==> src/rtl/core/http_header_name_matcher_top_macros.svh <==
// Assertion macros shared by the header name matcher RTL.
// Each macro expects i_clk and i_rst_n in the scope where it is used.
`ifndef HTTP_HEADER_NAME_MATCHER_TOP_MACROS_SVH
`define HTTP_HEADER_NAME_MATCHER_TOP_MACROS_SVH

// The consequent must hold in the same cycle as the antecedent.
`define HHNM_ASSERT_NOW(lbl, ante, cons) \
    lbl: assert property (@(posedge i_clk) disable iff (!i_rst_n) (ante) |-> (cons)) \
        else $error("header name matcher assertion failed");

// The consequent must hold in the cycle after the antecedent.
`define HHNM_ASSERT_NEXT(lbl, ante, cons) \
    lbl: assert property (@(posedge i_clk) disable iff (!i_rst_n) (ante) |=> (cons)) \
        else $error("header name matcher assertion failed");

`endif

==> src/rtl/core/hhnm_pkg.sv <==
// Package for the HTTP header field name matcher.
// Holds the name table, its lengths, the cell result type and the compare functions.
package hhnm_pkg;

    localparam int NAME_COUNT = 52;
    localparam int MAX_LEN    = 19;
    localparam int POS_W      = 5;
    localparam int ID_W       = 6;

    typedef logic [NAME_COUNT-1:0] t_entry_vec;
    typedef logic [POS_W-1:0]      t_pos;
    typedef logic [ID_W-1:0]       t_id;

    localparam t_id        UNKNOWN_ID = t_id'(NAME_COUNT);
    localparam t_entry_vec ALIVE_ALL  = '1;

    typedef struct packed {
        t_entry_vec match;
        t_entry_vec ends;
    } t_cell_out;

    localparam logic [8*MAX_LEN-1:0] NAME_STR [NAME_COUNT] = '{
        "ACCEPT", "ACCEPT-CHARSET", "ACCEPT-ENCODING", "ACCEPT-LANGUAGE",
        "ACCEPT-RANGES", "AGE", "ALLOW", "AUTHORIZATION", "CACHE-CONTROL",
        "CONNECTION", "CONTENT-ENCODING", "CONTENT-LANGUAGE", "CONTENT-LENGTH",
        "CONTENT-LOCATION", "CONTENT-MD5", "CONTENT-RANGE", "CONTENT-TYPE",
        "COOKIE", "DATE", "ETAG", "EXPECT", "EXPIRES", "FROM", "HOST",
        "IF-MATCH", "IF-MODIFIED-SINCE", "IF-NONE-MATCH", "IF-RANGE",
        "IF-UNMODIFIED-SINCE", "KEEP-ALIVE", "LAST-MODIFIED", "LOCATION",
        "MAX-FORWARDS", "PRAGMA", "PROXY-AUTHENTICATE", "PROXY-AUTHORIZATION",
        "PROXY-CONNECTION", "RANGE", "REFERER", "RETRY-AFTER", "SERVER",
        "SET-COOKIE", "STATUS", "TE", "TRAILER", "TRANSFER-ENCODING", "UPGRADE",
        "USER-AGENT", "VARY", "VIA", "WARNING", "WWW-AUTHENTICATE"
    };

    localparam t_pos NAME_LEN [NAME_COUNT] = '{
        5'd6, 5'd14, 5'd15, 5'd15, 5'd13, 5'd3, 5'd5, 5'd13, 5'd13, 5'd10,
        5'd16, 5'd16, 5'd14, 5'd16, 5'd11, 5'd13, 5'd12, 5'd6, 5'd4, 5'd4,
        5'd6, 5'd7, 5'd4, 5'd4, 5'd8, 5'd17, 5'd13, 5'd8, 5'd19, 5'd10,
        5'd13, 5'd8, 5'd12, 5'd6, 5'd18, 5'd19, 5'd16, 5'd5, 5'd7, 5'd11,
        5'd6, 5'd10, 5'd6, 5'd2, 5'd7, 5'd17, 5'd7, 5'd10, 5'd4, 5'd3,
        5'd7, 5'd16
    };

    function automatic logic [7:0] fold_upper(input logic [7:0] ch);
        logic [7:0] res;
        res = ch;
        if (ch inside {[8'h61:8'h7A]}) begin
            res = ch - 8'h20;
        end
        return res;
    endfunction

    function automatic t_entry_vec col_match(input t_pos pos, input logic [7:0] ch);
        t_entry_vec m;
        m = '0;
        for (int k = 0; k < NAME_COUNT; k++) begin
            if (pos < NAME_LEN[k]) begin
                m[k] = (NAME_STR[k][8*(int'(NAME_LEN[k]) - 1 - int'(pos)) +: 8] == ch);
            end
        end
        return m;
    endfunction

    function automatic t_entry_vec col_end(input t_pos pos);
        t_entry_vec m;
        m = '0;
        for (int k = 0; k < NAME_COUNT; k++) begin
            m[k] = (NAME_LEN[k] == pos + t_pos'(1));
        end
        return m;
    endfunction

endpackage

==> src/rtl/core/hhnm_cell.sv <==
// One byte-position cell of the header name matcher chain.
// Holds the position token and compares the current byte against its table column; uses hhnm_pkg.
module hhnm_cell (
    input  logic               i_clk,
    input  logic               i_rst_n,
    input  hhnm_pkg::t_pos     i_cell_pos,
    input  logic               i_accept,
    input  logic               i_last,
    input  logic               i_token,
    input  logic [7:0]         i_byte_up,
    output logic               o_token,
    output hhnm_pkg::t_cell_out o_result
);
    import hhnm_pkg::*;

    logic r_token;
    logic n_token;

    always_comb begin
        n_token = r_token;
        if (i_accept) begin
            n_token = i_last ? (i_cell_pos == '0) : i_token;
        end
    end

    always_ff @(posedge i_clk) begin
        if (!i_rst_n) begin
            r_token <= (i_cell_pos == '0);
        end else begin
            r_token <= n_token;
        end
    end

    assign o_token        = r_token;
    assign o_result.match = r_token ? col_match(i_cell_pos, i_byte_up) : '0;
    assign o_result.ends  = r_token ? col_end(i_cell_pos) : '0;

endmodule

==> src/rtl/core/http_header_name_matcher_top.sv <==
// Top level of the HTTP header field name matcher.
// Instantiates the hhnm_cell chain and holds the alive vector and output register; uses hhnm_pkg.
//
// The block takes one name byte per cycle, back to back, with no gaps needed between
// names. A row of 19 cells, one per byte position of the longest table name, passes a
// position token along on every transfer; the cell that holds it compares the
// case-folded byte against its column of the table. The result of a name appears in
// the output register in the cycle after the transfer of its last byte. Bytes that are not
// the last produce no result. The input stalls only while a result waits and the
// output side stalls.
`include "http_header_name_matcher_top_macros.svh"

module http_header_name_matcher_top (
    input  logic            i_clk,
    input  logic            i_rst_n,
    input  logic            i_in_valid,
    output logic            o_in_stall,
    input  logic [7:0]      i_name_byte,
    input  logic            i_last_byte,
    output logic            o_out_valid,
    input  logic            i_out_stall,
    output hhnm_pkg::t_id   o_header_id,
    output logic            o_found
);
    import hhnm_pkg::*;

    logic                  w_accept;
    logic                  w_out_fire;
    logic [7:0]            w_byte_up;
    logic [MAX_LEN-1:0]    w_tokens;
    logic [MAX_LEN-1:0]    w_token_in;
    t_cell_out             w_cell_res [MAX_LEN];
    t_entry_vec            w_match_any;
    t_entry_vec            w_end_any;
    t_entry_vec            w_next_alive;
    t_entry_vec            w_hit;
    t_id                   w_id;

    t_entry_vec            r_alive;
    t_entry_vec            n_alive;
    logic                  r_out_valid;
    logic                  n_out_valid;
    t_id                   r_header_id;
    t_id                   n_header_id;
    logic                  r_found;
    logic                  n_found;

    assign o_in_stall = r_out_valid & i_out_stall;
    assign w_accept   = i_in_valid & ~o_in_stall;
    assign w_out_fire = r_out_valid & ~i_out_stall;
    assign w_byte_up  = fold_upper(i_name_byte);
    assign w_token_in = {w_tokens[MAX_LEN-2:0], 1'b0};

    for (genvar p = 0; p < MAX_LEN; p++) begin : g_cell
        hhnm_cell u_cell (
            .i_clk      (i_clk),
            .i_rst_n    (i_rst_n),
            .i_cell_pos (t_pos'(p)),
            .i_accept   (w_accept),
            .i_last     (i_last_byte),
            .i_token    (w_token_in[p]),
            .i_byte_up  (w_byte_up),
            .o_token    (w_tokens[p]),
            .o_result   (w_cell_res[p])
        );
    end

    always_comb begin
        w_match_any = '0;
        w_end_any   = '0;
        for (int p = 0; p < MAX_LEN; p++) begin
            w_match_any = w_match_any | w_cell_res[p].match;
            w_end_any   = w_end_any | w_cell_res[p].ends;
        end
        w_next_alive = r_alive & w_match_any;
        w_hit        = w_next_alive & w_end_any;
    end

    always_comb begin
        w_id = '0;
        for (int k = 0; k < NAME_COUNT; k++) begin
            if (w_hit[k]) begin
                w_id = w_id | t_id'(k);
            end
        end
        if (w_hit == '0) begin
            w_id = UNKNOWN_ID;
        end
    end

    always_comb begin
        n_alive     = r_alive;
        n_out_valid = r_out_valid;
        n_header_id = r_header_id;
        n_found     = r_found;
        if (w_out_fire) begin
            n_out_valid = 1'b0;
        end
        if (w_accept) begin
            n_alive = i_last_byte ? ALIVE_ALL : w_next_alive;
            if (i_last_byte) begin
                n_out_valid = 1'b1;
                n_header_id = w_id;
                n_found     = |w_hit;
            end
        end
    end

    always_ff @(posedge i_clk) begin
        if (!i_rst_n) begin
            r_alive     <= ALIVE_ALL;
            r_out_valid <= 1'b0;
        end else begin
            r_alive     <= n_alive;
            r_out_valid <= n_out_valid;
        end
        r_header_id <= n_header_id;
        r_found     <= n_found;
    end

    assign o_out_valid = r_out_valid;
    assign o_header_id = r_header_id;
    assign o_found     = r_found;

    `HHNM_ASSERT_NOW(a_hit_onehot, 1'b1, $onehot0(w_hit))
    `HHNM_ASSERT_NOW(a_token_onehot, 1'b1, $onehot0(w_tokens))
    `HHNM_ASSERT_NEXT(a_restart_after_last, w_accept && i_last_byte, r_alive == ALIVE_ALL && w_tokens[0])
    `HHNM_ASSERT_NOW(a_found_matches_id, r_out_valid, r_found == (r_header_id != UNKNOWN_ID))

endmodule
==> config.mk <==
export PLATFORM = sky130hd
export DESIGN_NAME = http_header_name_matcher_top
export DESIGN_NICKNAME = d
export VERILOG_FILES = /design/src/rtl/core/hhnm_pkg.sv /design/src/rtl/core/hhnm_cell.sv /design/src/rtl/core/http_header_name_matcher_top.sv
export VERILOG_INCLUDE_DIRS = /design/src /design/src/rtl/core
export SDC_FILE = /design/constraint.sdc
export NUM_CORES = 1
export LEC_CHECK = 0
export ABC_AREA = 1
export BUFFER_PORTS_ARGS = -buffer_cell sky130_fd_sc_hd__buf_2
export CAP_MARGIN = 10
export CORE_ASPECT_RATIO = 1.2
export CORE_MARGIN = 3
export CORE_UTILIZATION = 30
export CTS_CLUSTER_SIZE = 40
export DETAILED_ROUTE_END_ITERATION = 10
export GPL_TIMING_DRIVEN = 0
export SLEW_MARGIN = 40
export SYNTH_ARGS = -nofsm -noshare
export SYNTH_HDL_FRONTEND = slang
export SYNTH_SLANG_ARGS = --single-unit
==> constraint.sdc <==
create_clock -name i_clk -period 3.6 [get_ports i_clk]
set_input_delay 0.72 -clock i_clk [delete_from_list [all_inputs] [get_ports i_clk]]
set_output_delay 0.72 -clock i_clk [all_outputs]
set_load 0.03 [all_outputs]
Yosys cells after proc, flatten, opt, wreduce, memory -nomap -nowiden
Index checks and enable logic that the tools add are counted.
{"block": "word_totals", "reg_bits": 79, "out_inout_bits": 9}
{"block": "classes", "n_addsub": 1, "order_cmp": 2, "n_eq_ne": 26, "muxes": 117, "n_bitwise": 41, "reduce_logical": 4}
{"operator": "bitwise OR 52 bit", "count": 34}
{"operator": "2-to-1 mux 52 bit", "count": 18}
{"operator": "== test 7 x 8 -> 1 bit (first input constant)", "count": 23}
{"operator": "2-to-1 mux 6 bit", "count": 23}
{"operator": "2-to-1 mux 36 bit", "count": 3}
{"operator": "AND 52 bit", "count": 2}
{"operator": "2-to-1 mux 46 bit", "count": 2}
{"operator": "2-to-1 mux 5 bit", "count": 16}
{"operator": "logical NOT 52 bit", "count": 1}
{"operator": "OR reduction 52 bit", "count": 1}
{"operator": "2-to-1 mux 51 bit", "count": 1}
{"operator": "2-to-1 mux 50 bit", "count": 1}
{"operator": "2-to-1 mux 49 bit", "count": 1}
{"operator": "2-to-1 mux 48 bit", "count": 1}
{"operator": "2-to-1 mux 44 bit", "count": 1}
{"operator": "2-to-1 mux 43 bit", "count": 1}
{"operator": "2-to-1 mux 40 bit", "count": 1}
{"operator": "2-to-1 mux 38 bit", "count": 1}
{"operator": "2-to-1 mux 4 bit", "count": 9}
{"operator": "2-to-1 mux 35 bit", "count": 1}
{"operator": "2-to-1 mux 33 bit", "count": 1}
{"operator": "2-to-1 mux 32 bit", "count": 1}
{"operator": "2-to-1 mux 31 bit", "count": 1}
{"operator": "2-to-1 mux 1 bit", "count": 26}
{"operator": "other kinds (13)", "count": 21}

Depth between registers and ports, before layout
{"block": "logic_depth", "ltp_word": 79, "ltp_mapped": 23, "ltp_nobuf": 22}

By module
Synthesis repeated with hierarchy kept, for this count alone.
{"block": "unflattened", "cells_unflattened": 44937, "hier_area_um2": 219250.3}
{"mod": "hhnm_cell (g_cell[2].u_cell ...)", "n_inst": 7, "cells_each": 2252, "area_each_um2": 11060.6}
{"mod": "hhnm_cell (g_cell[0].u_cell ...)", "n_inst": 7, "cells_each": 2262, "area_each_um2": 11040.6}
{"mod": "hhnm_cell (g_cell[16].u_cell ...)", "n_inst": 3, "cells_each": 2253, "area_each_um2": 10918.0}
{"mod": "hhnm_cell (g_cell[1].u_cell)", "n_inst": 1, "cells_each": 2252, "area_each_um2": 11106.9}
{"mod": "hhnm_cell (g_cell[9].u_cell)", "n_inst": 1, "cells_each": 2178, "area_each_um2": 10730.3}
{"mod": "http_header_name_matcher_top", "n_inst": 1, "cells_each": 2150, "area_each_um2": 9950.8}

Worst setup path after synthesis
OpenSTA, ideal clock, no wires.
{"block": "synth_timing", "kind": "input to register", "from": "in i_name_byte[5]", "to": "reg r_header_id[4], in the netlist o_header_id[4] (data pin)", "setup_ns": 0.257, "t_arrival_ns": 2.573, "slack_ns": 0.770, "cell_stages": 19, "cell_sequence": "inv_1 > ha_1 > nand4_1 > nand2_1 > nor2_1 > buf_6 > buf_6 > buf_6 > nand3_1 > o22ai_1 > nor2_1 > nand2_1 > nand3_1 > nand2_1 > nor2_1 > nand2_1 > nor2_1 > nand3_2 > nand2_1"}
{"block": "synth_between", "elab_chain_len": 64, "word_cells_on_any_way": 109, "classes_between": "add/sub (1); order compare (2); eq/ne (25); mux (59); bitwise (20); reduce/logical (2)"}
{"item": "from (decl)", "line": "http_header_name_matcher_top.sv:18", "rtl": "input logic [7:0] i_name_byte,"}
{"item": ">= comparator 8 x 7 -> 1 bit or less-or-equal comparator 8 x 7 -> 1 bit (tied branches)", "line": "hhnm_pkg.sv:48", "rtl": "if (ch inside {[8'h61:8'h7A]}) begin"}
{"item": "logical AND 1 bit", "line": "hhnm_pkg.sv:48"}
{"item": "2-to-1 mux 8 bit (*)", "line": "hhnm_pkg.sv:48"}
{"item": "== test 7 x 8 -> 1 bit", "line": "hhnm_pkg.sv:59", "rtl": "m[k] = (NAME_STR[k][8*(int'(NAME_LEN[k]) - 1 - int'(pos)) +: 8] == ch);"}
{"item": "2-to-1 mux 52 bit", "line": "hhnm_cell.sv:35", "rtl": "assign o_result.match = r_token ? col_match(i_cell_pos, i_byte_up) : '0;"}
{"item": "bitwise OR 52 bit (17 in a row)", "line": "http_header_name_matcher_top.sv:72", "rtl": "w_match_any = w_match_any | w_cell_res[p].match;"}
{"item": "bitwise OR 52 bit (*)", "line": "http_header_name_matcher_top.sv:72"}
{"item": "AND 52 bit (*)", "line": "http_header_name_matcher_top.sv:75", "rtl": "w_next_alive = r_alive & w_match_any;"}
{"item": "AND 52 bit (*)", "line": "http_header_name_matcher_top.sv:76", "rtl": "w_hit = w_next_alive & w_end_any;"}
{"item": "2-to-1 mux 5 bit (16 in a row)", "line": "http_header_name_matcher_top.sv:82", "rtl": "if (w_hit[k]) begin"}
{"item": "2-to-1 mux 6 bit (20 in a row)", "line": "http_header_name_matcher_top.sv:82"}
{"item": "2-to-1 mux 6 bit (*)", "line": "http_header_name_matcher_top.sv:86", "rtl": "if (w_hit == '0) begin"}
{"item": "2-to-1 mux 6 bit (*)", "line": "http_header_name_matcher_top.sv:101", "rtl": "if (i_last_byte) begin"}
{"item": "2-to-1 mux 6 bit (*)", "line": "http_header_name_matcher_top.sv:99", "rtl": "if (w_accept) begin"}
{"item": "to (signal assigned)", "line": "http_header_name_matcher_top.sv:117", "rtl": "r_header_id <= n_header_id;"}
{"item": "to (decl)", "line": "http_header_name_matcher_top.sv:43", "rtl": "t_id r_header_id;"}
Every way passes the cells marked *; elsewhere a longest branch is shown, timed or not. The select of a mux whose other input is x is not followed.
A chain may end at the register's enable or synchronous reset.

Worst setup path after layout
{"block": "layout_timing", "from": "in i_name_byte[1]", "to": "reg r_header_id[4], in the netlist o_header_id[4] (data pin)"}
Same word-level chain as after synthesis.

==> impl_results.rst <==
.. list-table::
   :header-rows: 1

   * - Metric
     - Value
   * - Run status
     - finished clean
   * - P per Cell Area
     - 325.8 nW/um^2
   * - FMAX
     - 0.2817 GHz
   * - Endpoint arrival time on the critical path
     - 3650 ps
   * - Time the final worst path needs with I/O delays and setup
     - 3550 ps
   * - Final setup slack of the worst path
     - 50.46 ps
   * - R2R cell count
     - 11
   * - Later-pin clock latency in the skew report
     - 360 ps
   * - Die height
     - 165.3 microns
   * - Number of warnings reported in the yosys synthesis log
     - 0
   * - Detailed Route Iter0 Violations
     - 1,235
   * - Root Driver
     - sky130_fd_sc_hd__clkbuf_16
   * - Startpoint of the lowest-slack hold path
     - r_alive[50]
   * - Total Die Area
     - 22,930 sq um
   * - Register-to-register setup slack
     - 270 ps
   * - GRT overflow
     - 0
   * - Post-Syn Instances
     - 1,088
   * - Worst Hold Slack
     - 461.1 ps
   * - Sum of negative setup slack
     - 0 ps
   * - Core ar.
     - 20,540 sq um
   * - Number of optimization iterations in the first detailed-route pass
     - 8
   * - Remaining design rule violation count
     - 0
   * - Synth Net Count
     - 1,102
   * - WS Path Type
     - primary input to flop
   * - Number of storage elements in the synthesis netlist
     - 79
   * - Number of setup violations in the final report
     - 0
   * - Standby leakage power
     - 3.697 nW
   * - Most frequent standard cell in the layout excluding fill and tap cells
     - sky130_fd_sc_hd__nand2_1
   * - Nets
     - 1,158
   * - Site Rows
     - 57
   * - Via/cell ratio
     - 6.065
   * - Global-route wire length before repair
     - 54,890 microns
   * - Non-Filler Cell Area, Final
     - 7457 sq um
   * - Max-cap check violation count
     - 0
   * - Final HPWL DP
     - 29,420 microns
   * - Maximum number of pins on one net before global-route repair
     - 16
   * - Worst-case headroom to the max-slew limit
     - 0.4062
   * - Final cell utilization of the core
     - 0.3631
   * - Pwr Total
     - 2.430 mW
   * - Number of distinct library cell variants in the gate-level netlist after synthesis
     - 37
   * - Endpoint with the worst hold slack
     - r_alive[50]
   * - Share of final-layout standard cells stronger than drive strength 1
     - 0.1184
   * - Final number of max-transition violations
     - 0
   * - Worst hold path type
     - flop to flop
   * - Type of element capturing the critical path
     - flop
   * - Sequential element share of the synthesized area
     - 0.2604
   * - Final Non-Filler Cells
     - 1,415
   * - R2r endpoint
     - o_header_id[4]
   * - Placed Instances
     - 1,374
   * - Worst Clk Skew
     - 9.220 ps
   * - Synth Area per Inst
     - 5.829 sq um
   * - Area added between synthesis and finish
     - 17.58%
   * - Antenna violation net count after detailed routing
     - 0
   * - Antenna violations before repair
     - 1
   * - CTS Buf Count
     - 9
   * - Clock Tree Buf Depth
     - 2
   * - Final hold vios
     - 0
   * - Global routing usage summed across all routing layers
     - 0.3280
   * - Maximum vdd drop
     - 260.1 uV
   * - Worst hold path cell count
     - 2
   * - Number of buffers inserted by hold repair at cts
     - 0
   * - Cell area after placement
     - 6790 sq um
   * - Vias after detailed routing
     - 8,582
   * - # clock sinks
     - 79
   * - R2r startpoint
     - g_cell[7].u_cell.o_token
   * - Crit-path max FO
     - 10
   * - Port-buffer cells
     - 21
   * - Post-Place Setup Slack
     - -548.9 ps
   * - I/O pin cnt
     - 22
   * - Leading cell types in the layout, fill and taps excluded
     - 304 x sky130_fd_sc_hd__nand2_1, 141 x sky130_fd_sc_hd__nand4_1, 127 x sky130_fd_sc_hd__nor2_1, 127 x sky130_fd_sc_hd__nand3_1, 72 x sky130_fd_sc_hd__dfxtp_1
   * - Part of the cycle the worst path needs
     - 0.9860
   * - Worst Tran Pin Value
     - 887.4 ps
   * - Post-detailed-route wirelength per cell
     - 27.29 microns
   * - Die Wd
     - 138.7 microns
   * - Initial core utilization
     - 0.3088
   * - TritonCTS clock tree
     - yes
   * - Worst-path clk slew
     - 70 ps
   * - Final wirelength
     - 38,620 microns
   * - Startpoint Class
     - primary input
   * - H-tree lvl count
     - 3
   * - Required time of the worst setup path
     - 3700 ps
   * - RD Place Congestion
     - 1.030
   * - Cell Area, Synth
     - 6342 sq um
   * - Number of global-route vias before repair
     - 7,958
-- layout make-up --
cell class / count / area, sq um
diodes: 1 / 2.502
plain buffers: 77 / 375.4
clock buffers: 10 / 229.0
clock inverters: 6 / 75.07
fillers: 2353 / 13080
inverters: 67 / 254.0
multi-input cells: 865 / 4253
flip-flops and latches: 79 / 1652
well taps: 265 / 331.6
repair buffers: 45 / 285.3
-- cell usage after synthesis, drive strengths merged --
cell     instances  area, sq um
and3             1        6.260
nor2b            1        6.260
nor4             2        12.51
nor3            14        80.08
ha               1        12.51
o21bai           1        7.510
nor2           144        558.0
clkbuf          48        180.2
dfxtp           72         1441
clkinv           1        3.750
nand3b           1        7.510
a21oi           57        296.5
nor3b            5        37.54
o22ai            2        12.51
o21ai           22        110.1
inv             66        247.7
a211oi          18        135.1
buf             29        180.2
a31oi            1        6.260
o211ai           2        15.01
nand3          137        695.7
edfxtp           7        210.2
nand2          312         1174
nand4          141        882.1
and2             1        6.260
o2111ai          2        17.52
-- what timing repair did --
action                                 in CTS  in global routing
pin swaps                                   1                 14
setup buffers                               2                 22
endpoints found under the hold margin       0                  0
setup endpoints to repair                   4                  7
resized for setup                          14                 42
-- logic make-up (layout without fill, tap and decap cells) --
group	Yosys count	count (layout)	share of synthesized area
compound gates	105	105	0.09469
fa+ha+maj	1	1	0.001972
buf+inv	144	205	0.09647
flops	79	79	0.2604
other cells	0	1	0
simple gates	759	759	0.5465
-- per-layer routing --
| metal | vias to the layer above | global-route usage | wire, microns |
|---|---|---|---|
| li1 | 3856 | - | - |
| met1 | 3925 | 0.3960 | 14620 |
| met2 | 604 | 0.5313 | 16740 |
| met3 | 197 | 0.06970 | 3968 |
| met4 | 0 | 0.2144 | 3284 |
| met5 | - | 0 | 0 |
-- how the worst max path moves through the flow --
stage	cells after the start	slack [ps]	from	endpoint
after floorplan	19	770	i_name_byte[5]	o_header_id[4]
after global placement	20	-590	i_name_byte[3]	o_header_id[4]
after detailed placement	20	-550	i_name_byte[1]	o_header_id[4]
after CTS	22	6	i_name_byte[1]	o_header_id[2]
after global routing	21	-20	i_name_byte[1]	o_header_id[5]
final	18	50	i_name_byte[1]	o_header_id[4]
-- sequential cells by signal (all words and copies together), names as in the netlist --
register               count
g_cell.u_cell.o_token     19
o_found                    1
o_header_id                6
o_out_valid                1
r_alive                   52
-- critical path, stage by stage --
cell and delay, ps:
sky130_fd_sc_hd__buf_2 110, sky130_fd_sc_hd__inv_1 60, sky130_fd_sc_hd__nor2_2 120, sky130_fd_sc_hd__nand2_2 110
sky130_fd_sc_hd__nand2_1 120, sky130_fd_sc_hd__nand3_2 140, sky130_fd_sc_hd__a21oi_4 280, sky130_fd_sc_hd__buf_4 160
sky130_fd_sc_hd__clkbuf_2 300, sky130_fd_sc_hd__nand4_1 320, sky130_fd_sc_hd__nand4_1 250, sky130_fd_sc_hd__nor2_1 110
sky130_fd_sc_hd__nand3_1 170, sky130_fd_sc_hd__nand3_1 230, sky130_fd_sc_hd__nand3_1 180, sky130_fd_sc_hd__nor2_1 80
sky130_fd_sc_hd__nand3_2 100, sky130_fd_sc_hd__nand2_1 60
-- power by group --
part | switching (mW) | total (mW) | internal [mW]
Clock | 0.441 | 0.992 | 0.551
Sequential | 0.0457 | 0.997 | 0.951
Combinational | 0.344 | 0.441 | 0.0966
Note: power is estimated with default switching activity, not from simulation.
